### config.mk
export PLATFORM = sky130hd
export DESIGN_NAME = png_stored_deflate_encoder_unit
export DESIGN_NICKNAME = d
export VERILOG_FILES = /design/src/rtl/pngsd_pkg.sv /design/src/rtl/pngsd_front.sv /design/src/rtl/pngsd_back.sv /design/src/rtl/png_stored_deflate_encoder_unit.sv
export SDC_FILE = /design/constraint.sdc
export NUM_CORES = 1
export LEC_CHECK = 0
export BUFFER_PORTS_ARGS = -buffer_cell sky130_fd_sc_hd__buf_2
export CAP_MARGIN = 25
export CELL_PAD_IN_SITES_DETAIL_PLACEMENT = 1
export CELL_PAD_IN_SITES_GLOBAL_PLACEMENT = 1
export CORE_MARGIN = 8
export CORE_UTILIZATION = 51
export CTS_CLUSTER_SIZE = 30
export DETAILED_ROUTE_END_ITERATION = 10
export GPL_TIMING_DRIVEN = 0
export PLACE_DENSITY = 0.89
export SLEW_MARGIN = 40
export SYNTH_ARGS = -nofsm -noshare
export SYNTH_HDL_FRONTEND = slang
export SYNTH_SLANG_ARGS = --single-unit
### constraint.sdc
create_clock -name clk -period 10 [get_ports clk]
set_input_delay 1.5 -clock clk [delete_from_list [all_inputs] [get_ports clk]]
set_output_delay 1.5 -clock clk [all_outputs]
set_load 0.01 [all_outputs]
### src/rtl/pngsd_pkg.sv
// shared types, constants and functions of the stored-deflate png encoder
package pngsd_pkg;

	localparam int MaxSideDefault = 4096;
	localparam logic [31:0] CrcPoly = 32'hEDB88320;
	localparam logic [31:0] CrcAll = 32'hFFFFFFFF;
	localparam logic [16:0] AdlerMod = 17'd65521;
	localparam logic [15:0] BlockMax = 16'hFFFF;

	localparam logic [0:0] RegWidth = 1'b0;
	localparam logic [0:0] RegHeight = 1'b1;

	localparam logic [0:0] ModePixel = 1'b0;
	localparam logic [0:0] ModeFinish = 1'b1;

	// work item handed from the front to the back
	typedef enum logic [1:0] {
		JOB_ERROR,
		JOB_PIXEL,
		JOB_FINISH
	} job_kind_t;

	typedef struct packed {
		job_kind_t kind;
		logic open_hdr;
		logic row_start;
		logic [23:0] rgb;
		logic [12:0] width;
		logic [12:0] height;
		logic [25:0] raw_len;
		logic [31:0] idat_len;
	} job_t;

	typedef enum logic [3:0] {
		ST_IDLE,
		ST_HDR,
		ST_BHDR,
		ST_RAW,
		ST_ADLER,
		ST_TRAIL,
		ST_ERR
	} bk_state_t;

	// one byte through the reflected crc-32
	function automatic logic [31:0] crc_byte(input logic [31:0] c, input logic [7:0] b);
		logic [31:0] r;
		r = c ^ {24'd0, b};
		for (int k = 0; k < 8; k++)
			r = r[0] ? ((r >> 1) ^ CrcPoly) : (r >> 1);
		return r;
	endfunction

endpackage

### src/rtl/pngsd_front.sv
// front end: sequence tracking, classification and frame size math
module pngsd_front import pngsd_pkg::*; (
	input logic clk,
	input logic arst_n,
	input logic cfg_we,
	input logic [0:0] cfg_idx,
	input logic [12:0] cfg_data,
	input logic in_valid,
	output logic in_stall,
	input logic mode,
	input logic [23:0] pixel_rgb,
	output logic job_valid,
	input logic job_stall,
	output job_t job
);

	localparam logic [12:0] MaxSide13 = 13'(MaxSideDefault);

	logic [12:0] width_q, height_q, eff_w, eff_h;
	logic frame_open_q, complete_q;
	logic [12:0] col_q, row_q;
	logic [25:0] raw_len_q;
	logic [31:0] idat_len_q;
	logic [25:0] row_bytes_q;
	logic [1:0] calc_q;
	logic take;
	job_t job_d;

	function automatic logic [12:0] clamp(input logic [12:0] v);
		if (v == 13'd0) return 13'd1;
		if (v > MaxSide13) return MaxSide13;
		return v;
	endfunction

	assign eff_w = clamp(width_q);
	assign eff_h = clamp(height_q);

	// sizes are recomputed after reset and after each config write; input stalls meanwhile
	assign in_stall = (job_valid && job_stall) || (calc_q != 2'd0);
	assign take = in_valid && !in_stall;

	always_ff @(posedge clk or negedge arst_n) begin
		if (!arst_n) begin
			width_q <= 13'd1;
			height_q <= 13'd1;
			calc_q <= 2'd3;
		end else begin
			if (cfg_we && !frame_open_q) begin
				if (cfg_idx == RegWidth) width_q <= cfg_data;
				else height_q <= cfg_data;
				calc_q <= 2'd3;
			end else if (calc_q != 2'd0) begin
				calc_q <= calc_q - 2'd1;
			end
		end
	end

	// idat length: 2 + raw + 5*ceil(raw/65535) + 4
	logic [25:0] nblk;
	always_comb begin
		logic [25:0] t;
		t = raw_len_q + 26'(BlockMax) - 26'd1;
		// ceil by reciprocal: floor(x/65535) for x < 2^26 - 1024
		nblk = 26'((t + (t >> 16) + 26'd1) >> 16);
	end

	always_ff @(posedge clk) begin
		row_bytes_q <= 26'd1 + 26'd3 * 26'(eff_w);
		raw_len_q <= 26'(row_bytes_q * 26'(eff_h));
		idat_len_q <= 32'd6 + 32'(raw_len_q) + 32'd5 * 32'(nblk);
	end

	always_comb begin
		job_d = '0;
		job_d.rgb = pixel_rgb;
		job_d.width = eff_w;
		job_d.height = eff_h;
		job_d.raw_len = raw_len_q;
		job_d.idat_len = idat_len_q;
		job_d.open_hdr = !frame_open_q;
		job_d.row_start = !frame_open_q || (col_q == 13'd0);
		if (mode == ModePixel)
			job_d.kind = (frame_open_q && complete_q) ? JOB_ERROR : JOB_PIXEL;
		else
			job_d.kind = (frame_open_q && complete_q) ? JOB_FINISH : JOB_ERROR;
	end

	always_ff @(posedge clk or negedge arst_n) begin
		if (!arst_n) begin
			frame_open_q <= 1'b0;
			complete_q <= 1'b0;
			col_q <= 13'd0;
			row_q <= 13'd0;
			job_valid <= 1'b0;
		end else begin
			if (job_valid && !job_stall) job_valid <= 1'b0;
			if (take) begin
				job_valid <= 1'b1;
				if (job_d.kind == JOB_PIXEL) begin
					frame_open_q <= 1'b1;
					if (col_q + 13'd1 >= eff_w) begin
						col_q <= 13'd0;
						if (row_q + 13'd1 >= eff_h) begin
							row_q <= 13'd0;
							complete_q <= 1'b1;
						end else row_q <= row_q + 13'd1;
					end else col_q <= col_q + 13'd1;
				end else if (job_d.kind == JOB_FINISH) begin
					frame_open_q <= 1'b0;
					complete_q <= 1'b0;
				end
			end
		end
	end

	always_ff @(posedge clk) begin
		if (take) job <= job_d;
	end

endmodule

### src/rtl/pngsd_back.sv
// back end: byte sequencer with crc and adler state
module pngsd_back import pngsd_pkg::*; (
	input logic clk,
	input logic arst_n,
	input logic job_valid,
	output logic job_stall,
	input job_t job,
	output logic out_valid,
	input logic out_stall,
	output logic [7:0] out_byte,
	output logic last_of_run,
	output logic end_of_file,
	output logic error
);

	bk_state_t state_q, state_d;
	job_t job_q;
	logic [5:0] idx_q, idx_d;
	logic [2:0] sub_q, sub_d;
	logic [25:0] raw_rem_q;
	logic [15:0] blk_left_q;
	logic [15:0] adl_lo_q, adl_hi_q;
	logic [31:0] crc_q, ihdr_crc_q, ihdr_crc_d;
	logic [31:0] adler_w;

	// output holding register
	logic ov_q;
	logic [7:0] ob_q;
	logic ol_q, oe_q, oerr_q;
	logic emit, free;
	logic [7:0] b;
	logic last, eof, is_err, to_crc, is_raw, new_blk;
	logic [15:0] n16;

	assign free = !ov_q || !out_stall;
	assign out_valid = ov_q;
	assign out_byte = ob_q;
	assign last_of_run = ol_q;
	assign end_of_file = oe_q;
	assign error = oerr_q;
	assign job_stall = (state_q != ST_IDLE);
	assign adler_w = {adl_hi_q, adl_lo_q};
	assign n16 = (raw_rem_q > 26'(BlockMax)) ? BlockMax : raw_rem_q[15:0];

	// header bytes: signature, ihdr, ihdr crc, idat length, idat type, zlib header
	function automatic logic [7:0] hdr_byte(input logic [5:0] i, input job_t j,
		input logic [31:0] ic);
		logic [7:0] r;
		unique case (i)
			6'd0: r = 8'd137; 6'd1: r = "P"; 6'd2: r = "N"; 6'd3: r = "G";
			6'd4: r = 8'd13; 6'd5: r = 8'd10; 6'd6: r = 8'd26; 6'd7: r = 8'd10;
			6'd8, 6'd9, 6'd10: r = 8'd0; 6'd11: r = 8'd13;
			6'd12: r = "I"; 6'd13: r = "H"; 6'd14: r = "D"; 6'd15: r = "R";
			6'd16, 6'd17: r = 8'd0;
			6'd18: r = {3'd0, j.width[12:8]}; 6'd19: r = j.width[7:0];
			6'd20, 6'd21: r = 8'd0;
			6'd22: r = {3'd0, j.height[12:8]}; 6'd23: r = j.height[7:0];
			6'd24: r = 8'd8; 6'd25: r = 8'd2;
			6'd26, 6'd27, 6'd28: r = 8'd0;
			6'd29: r = ic[31:24]; 6'd30: r = ic[23:16]; 6'd31: r = ic[15:8];
			6'd32: r = ic[7:0];
			6'd33: r = j.idat_len[31:24]; 6'd34: r = j.idat_len[23:16];
			6'd35: r = j.idat_len[15:8]; 6'd36: r = j.idat_len[7:0];
			6'd37: r = "I"; 6'd38: r = "D"; 6'd39: r = "A"; 6'd40: r = "T";
			6'd41: r = 8'h78; 6'd42: r = 8'h01;
			default: r = 8'd0;
		endcase
		return r;
	endfunction

	// trailer: idat crc, iend length, type and its fixed crc
	function automatic logic [7:0] trl_byte(input logic [4:0] i, input logic [31:0] c);
		logic [7:0] r;
		unique case (i)
			5'd0: r = c[31:24]; 5'd1: r = c[23:16]; 5'd2: r = c[15:8]; 5'd3: r = c[7:0];
			5'd4, 5'd5, 5'd6, 5'd7: r = 8'd0;
			5'd8: r = "I"; 5'd9: r = "E"; 5'd10: r = "N"; 5'd11: r = "D";
			5'd12: r = 8'hAE; 5'd13: r = 8'h42; 5'd14: r = 8'h60; 5'd15: r = 8'h82;
			default: r = 8'd0;
		endcase
		return r;
	endfunction

	always_comb begin
		state_d = state_q;
		idx_d = idx_q;
		sub_d = sub_q;
		emit = 1'b0;
		b = 8'd0;
		last = 1'b0;
		eof = 1'b0;
		is_err = 1'b0;
		to_crc = 1'b0;
		is_raw = 1'b0;
		new_blk = 1'b0;
		ihdr_crc_d = ihdr_crc_q;
		unique case (state_q)
			ST_IDLE: begin
				if (job_valid) begin
					idx_d = 6'd0;
					sub_d = 3'd0;
					if (job.open_hdr) ihdr_crc_d = CrcAll;
					if (job.kind == JOB_ERROR) state_d = ST_ERR;
					else if (job.kind == JOB_FINISH) state_d = ST_ADLER;
					else if (job.open_hdr) state_d = ST_HDR;
					else if (blk_left_q == 16'd0) state_d = ST_BHDR;
					else state_d = ST_RAW;
					sub_d = job.row_start ? 3'd0 : 3'd1;
				end
			end
			ST_ERR: if (free) begin
				emit = 1'b1; is_err = 1'b1; last = 1'b1; state_d = ST_IDLE;
			end
			ST_HDR: if (free) begin
				emit = 1'b1;
				b = hdr_byte(idx_q, job_q, ihdr_crc_q ^ CrcAll);
				to_crc = (idx_q >= 6'd37);
				if (idx_q >= 6'd12 && idx_q <= 6'd28)
					ihdr_crc_d = crc_byte(ihdr_crc_q, b);
				idx_d = idx_q + 6'd1;
				if (idx_q == 6'd42) begin
					idx_d = 6'd0;
					state_d = ST_BHDR;
				end
			end
			ST_BHDR: if (free) begin
				emit = 1'b1; to_crc = 1'b1;
				unique case (idx_q[2:0])
					3'd0: b = {7'd0, raw_rem_q <= 26'(BlockMax)};
					3'd1: b = n16[7:0];
					3'd2: b = n16[15:8];
					3'd3: b = ~n16[7:0];
					default: b = ~n16[15:8];
				endcase
				idx_d = idx_q + 6'd1;
				if (idx_q == 6'd4) begin
					new_blk = 1'b1; idx_d = 6'd0; state_d = ST_RAW;
				end
			end
			ST_RAW: if (free) begin
				emit = 1'b1; to_crc = 1'b1; is_raw = 1'b1;
				unique case (sub_q)
					3'd0: b = 8'd0;
					3'd1: b = job_q.rgb[7:0];
					3'd2: b = job_q.rgb[15:8];
					default: b = job_q.rgb[23:16];
				endcase
				sub_d = sub_q + 3'd1;
				if (sub_q == 3'd3) begin
					last = 1'b1; state_d = ST_IDLE;
				end else if (blk_left_q == 16'd1) state_d = ST_BHDR;
			end
			ST_ADLER: if (free) begin
				emit = 1'b1; to_crc = 1'b1;
				unique case (idx_q[1:0])
					2'd0: b = adler_w[31:24];
					2'd1: b = adler_w[23:16];
					2'd2: b = adler_w[15:8];
					default: b = adler_w[7:0];
				endcase
				idx_d = idx_q + 6'd1;
				if (idx_q == 6'd3) begin
					idx_d = 6'd0; state_d = ST_TRAIL;
				end
			end
			ST_TRAIL: if (free) begin
				emit = 1'b1;
				b = trl_byte(idx_q[4:0], crc_q ^ CrcAll);
				idx_d = idx_q + 6'd1;
				if (idx_q == 6'd15) begin
					last = 1'b1; eof = 1'b1; state_d = ST_IDLE;
				end
			end
			default: state_d = ST_IDLE;
		endcase
	end

	always_ff @(posedge clk or negedge arst_n) begin
		if (!arst_n) begin
			state_q <= ST_IDLE;
			idx_q <= 6'd0;
			sub_q <= 3'd0;
			ov_q <= 1'b0;
			raw_rem_q <= 26'd0;
			blk_left_q <= 16'd0;
			adl_lo_q <= 16'd1;
			adl_hi_q <= 16'd0;
			crc_q <= CrcAll;
			ihdr_crc_q <= CrcAll;
		end else begin
			state_q <= state_d;
			idx_q <= idx_d;
			sub_q <= sub_d;
			ihdr_crc_q <= ihdr_crc_d;
			if (emit) ov_q <= 1'b1;
			else if (!out_stall) ov_q <= 1'b0;
			if (state_q == ST_IDLE && job_valid && job.open_hdr && job.kind == JOB_PIXEL)
				begin
				raw_rem_q <= job.raw_len;
				blk_left_q <= 16'd0;
				adl_lo_q <= 16'd1;
				adl_hi_q <= 16'd0;
				crc_q <= CrcAll;
			end
			if (to_crc) crc_q <= crc_byte(crc_q, b);
			if (new_blk) blk_left_q <= n16;
			if (is_raw) begin
				logic [16:0] lo, hi;
				lo = 17'(adl_lo_q) + 17'(b);
				if (lo >= AdlerMod) lo = lo - AdlerMod;
				hi = 17'(adl_hi_q) + lo;
				if (hi >= AdlerMod) hi = hi - AdlerMod;
				adl_lo_q <= lo[15:0];
				adl_hi_q <= hi[15:0];
				blk_left_q <= blk_left_q - 16'd1;
				raw_rem_q <= raw_rem_q - 26'd1;
			end
			if (state_q == ST_TRAIL && emit && eof) begin
				raw_rem_q <= 26'd0;
				blk_left_q <= 16'd0;
				adl_lo_q <= 16'd1;
				adl_hi_q <= 16'd0;
				crc_q <= CrcAll;
			end
		end
	end

	always_ff @(posedge clk) begin
		if (state_q == ST_IDLE && job_valid) job_q <= job;
		if (emit) begin
			ob_q <= b;
			ol_q <= last;
			oe_q <= eof;
			oerr_q <= is_err;
		end
	end

endmodule

### src/rtl/png_stored_deflate_encoder_unit.sv
// top level of the stored-deflate png encoder
// Streams a complete uncompressed RGB8 PNG file, one byte per output transfer.
// A pixel transfer gives 3 bytes (4 at a row start, plus 5 for each stored block
// header due); the first pixel of a frame adds 43 header bytes, a finish gives
// 20 trailer bytes, a misplaced item gives one error byte. The byte sequencer
// in the back end emits one byte per cycle while the output does not stall,
// and it picks up each job in its idle state before the first byte of the job;
// it takes no new job until it is through with the last one. The front end
// classifies the next item while the back end works, through a one-entry job
// register. After reset or a size register write the front end recomputes the
// row length, raw length and idat length in turn and stalls input until they
// are done. Size registers write only while no frame is open; sizes are clamped
// to 1..4096.
module png_stored_deflate_encoder_unit import pngsd_pkg::*; (
	input logic clk,
	input logic arst_n,
	input logic cfg_we,
	input logic [0:0] cfg_idx,
	input logic [12:0] cfg_data,
	input logic in_valid,
	output logic in_stall,
	input logic mode,
	input logic [23:0] pixel_rgb,
	output logic out_valid,
	input logic out_stall,
	output logic [7:0] out_byte,
	output logic last_of_run,
	output logic end_of_file,
	output logic error
);

	logic job_valid, job_stall;
	job_t job;

	pngsd_front u_front (
		.clk, .arst_n, .cfg_we, .cfg_idx, .cfg_data, .in_valid, .in_stall,
		.mode, .pixel_rgb, .job_valid, .job_stall, .job
	);

	pngsd_back u_back (
		.clk, .arst_n, .job_valid, .job_stall, .job, .out_valid, .out_stall,
		.out_byte, .last_of_run, .end_of_file, .error
	);

	// an error byte always ends its run
	assert property (@(posedge clk) disable iff (!arst_n)
		out_valid && error |-> last_of_run) else $error("error without last");
	// end of file is the last byte of a run
	assert property (@(posedge clk) disable iff (!arst_n)
		out_valid && end_of_file |-> last_of_run && !error) else $error("bad eof");

endmodule
==> summary.md <==
| Metric | Value |
|---|---|
| Final period util | `a little over nine tenths` |
| Overall die height | `roughly 270 µm` |
| Fraction of the yosys area taken by sequential cells | `38.36%` |
| Fraction of final layout cells with drive strength greater than 1 | `between 10% and 20%` |
| Fraction of post-synthesis cell area in the top cell type by area | `a little under a fifth` |
| CTS tree | `built` |
| Least-Margin Pin Slew | `0.9020 ns` |
| Slowest stage cell on the critical path | `xnor2_1` |
| Port-buffer cells | `56` |
| Grt ovf | `0` |
| Synthesis-stage register bit count | `474` |
| FF-to-FF setup slack | `0.34 ns` |
| Type of the worst setup path | `reg2reg` |
| Cts-stage hold buffer count | `0` |
| Normalized max-slew margin | `between 30% and 40%` |
| Wirelength, routed | `125500 µm` |
| Mean Syn Cell Area | `9.830 µm²` |
| Worst setup skew after layout | `about 0.037 ns` |
| Post-detailed-route wirelength per cell | `28.78 µm` |
| Count of final hold-check violations | `0` |
| Initial antenna violation count | `6` |
| Layout area overhead | `11.28%` |
| Clock sinks | `474` |
| Worst hold stages | `0` |
| Kind of end point of the critical path | `flop` |
| Number of cells traversed by the worst register-to-register path | `33` |
| I/O pins | `57` |
| Number of pins with negative max-slew slack in the final report | `0` |
| Data arrival time of the critical path | `10.16 ns` |
| Floorplan Core Area | `0.06400 mm²` |
| Combined area of all synthesized cells | `~0.033 mm²` |
| Total global routing track utilization | `approximately a third` |
| Count of different cell masters after synthesis | `106` |
| Max incr delay on CP | `0.55 ns` |
| Final Net Count | `slightly below 4k` |
| Sort of element at the start of the critical path | `flop` |
| First-pass GRT wire length | `~190000 µm` |
| Worst flop-to-flop path startpoint | `u_back.idx_q[1]` |
| Total CTS buffers | `51` |
| Effective utilization at floorplan | `around half` |
| Worst path bufs/invs | `7` |
| Cell family with most CP delay | `compound AO/OA/AOI/OAI gates` |
| Largest net degree at the start of global routing | `86` |
| Final setup violating endpoints | `0` |
| DRT Pass-1 Iters | `8` |
| Main synth FF type | `edfxtp_1` |
| Root cell of the clock tree | `clkbuf_16` |
| Max-cap check violation count | `0` |
| Min-delay src | `u_front.idat_len_q[7]` |
| Clock insertion delay at the later pin of the skew report | `0.66 ns` |
| Total number of vias | `28.84k` |
| Crit path required time | `10.50 ns` |
| Post-route setup slack | `0.3407 ns` |
| Leading post-synthesis cells by cell area | `edfxtp_1 18%, dfrtp_1 11%, fa_1 9.0%` |
| Peak fanout along the critical path | `10` |
| Antenna Violating Nets Remaining | `0` |
| Total of fill cells in the finished design | `7037` |
| DP HPWL | `86360 µm` |
| Die footprint | `0.07271 mm²` |
| Violation count after the first detailed-route iteration | `~3k` |
| Total DRC errors in the routed layout | `0` |
| Min-Delay Endpoint | `u_front.job[7]` |
| Worst min-delay path class | `reg2reg` |
| Weighted congestion reported at the end of routability-driven placement | `0.9926` |
| Post-Place Setup Slack | `-0.6893 ns` |
| Die boundary width | `269.7 µm` |
| Ys async rst share | `a little over two fifths` |
| Maximum clock rate | `103.5 MHz` |
| CTS clock-pin slew for the worst setup and hold paths | `0.08 ns` |
| Count of yosys warnings during synthesis | `0` |
| Post-synth EDFFs | `197` |
| Setup crit start | `u_back.idx_q[1]` |
| Count of mapped cells out of synthesis | `around 3.3k` |
| FF-to-FF End | `u_back.adl_hi_q[1]` |
| Vias per cell | `6.616` |
| Number of global-route vias before repair | `~31k` |
| H-tree levels | `2` |
| Syn nets | `3721` |
| Cell type with the largest total area after synthesis | `edfxtp_1` |
| Clock period minus worst slack | `approximately 9.7 ns` |
| Result of the run | `complete, no violations` |
| Std cell rows | `slightly above 90` |
| Maximum number of buffers from clock root to sink | `3` |
layout by cell type (no fill, tap or decap), types with 14 or more instances in the layout:
cell	count
nand2_1	323
inv_1	250
nor2_1	197
edfxtp_1	197
xnor2_1	194
ha_1	191
a21oi_1	186
o21ai_0	158
fa_1	147
dfrtp_1	137
clkbuf_1	128
xor2_1	98
nor3_1	98
nand3_1	97
and2_1	90
buf_2	73
dfstp_2	69
dfxtp_1	69
clkbuf_16	55
a21o_1	37
nor2b_1	37
and3_1	34
nand2b_1	30
or3_1	28
mux2_2	27
o211ai_1	24
a31oi_1	22
o21a_1	20
nand4_1	20
a211oi_1	17
o31ai_1	17
nor4_1	15
or2_2	15
o22ai_1	14
o311ai_0	14
sequential cells by signal, summed over array words and instances (netlist names), 26 cells and up:
signal              flops
u_back.job_q           78
u_front.job           108
u_back.ihdr_crc_q      32
u_front.raw_len_q      26
u_back.raw_rem_q       26
u_front.idat_len_q     28
u_back.crc_q           32
metal layers:
| layer | vias up | global-route usage, % | share of wire (%) |
|---|---|---|---|
| li1 | 11910 | - | - |
| met1 | 14284 | 37.65 | 35 |
| met2 | 1880 | 55.33 | 48 |
| met3 | 758 | 6.417 | 8.3 |
| met4 | 6 | 24.22 | 8.9 |
| met5 | - | 0 | 0.033 |
stage by stage:
step / cells / cell area [µm²] / util, % / hold WS (ns) / TNS (ns)
floorplan: 3338 / 32810 / - / 0.3855 / 0
global placement: 4249 / 34160 / 53.38 / 0.3872 / -2.148
detailed placement: 4254 / 34360 / 53.70 / 0.3902 / -7.988
CTS: 4352 / 36330 / 56.77 / 0.3980 / 0
global route: 4358 / 36510 / 57.05 / 0.4031 / -0.2775
finish: 4359 / 36510 / 57.05 / 0.3896 / 0
area by class of cell:
cell class              count  area [µm²]  area share [%]
diodes                      3       7.507         0.02056
plain buffers             160       658.1           1.802
clock buffers              69        1529           4.188
clock inverters            27       370.4           1.014
inverters                 254       965.9           2.645
multi-input cells        2449       18850           51.62
flip-flops and latches    474       12590           34.48
well taps                 855        1070           2.930
repair buffers             68       473.0           1.295
cells by family after synthesis:
kind of cell | synth area share (%)
AND/OR/NAND/NOR | 16.03
AO/OA/AOI/OAI | 14.09
flip-flops | 38.36
buffers and inverters | 4.888
adder cells (fa/ha/maj) | 16.29
XOR/XNOR | 9.033
multiplexers | 1.293
other | 0.01143
worst max path at each step:
stage / end / slack, ns / depth (start not counted)
2_1_floorplan: u_back.adl_hi_q[13] / 1.71 / 30
3_3_place_gp: u_back.adl_hi_q[13] / -0.35 / 33
3_5_place_dp: u_back.adl_hi_q[13] / -0.69 / 32
4_1_cts: u_back.adl_hi_q[13] / 0.07 / 34
5_1_grt: u_back.adl_hi_q[1] / -0.07 / 33
6_report: u_back.adl_hi_q[1] / 0.34 / 33
synth_stat cells (34+ instances only):
master,count
dfstp_2,69
fa_1,147
nor2_1,199
dfrtp_1,139
clkbuf_1,134
and2_1,90
xor2_1,101
xnor2_1,196
nand2_1,323
nand3_1,97
edfxtp_1,197
inv_1,252
nor2b_1,40
dfxtp_1,69
nor3_1,102
a21o_1,37
a21oi_1,189
o21ai_0,160
and3_1,34
ha_1,192
repair_timing:
action	CTS	global route
buffers inserted	2	5
endpoints found under the setup margin	16	16
gates resized for setup	12	33
pin swaps	3	6
Power is not shown: default switching activity piles up to over one toggle a cycle in this logic, so the estimate is an artifact.
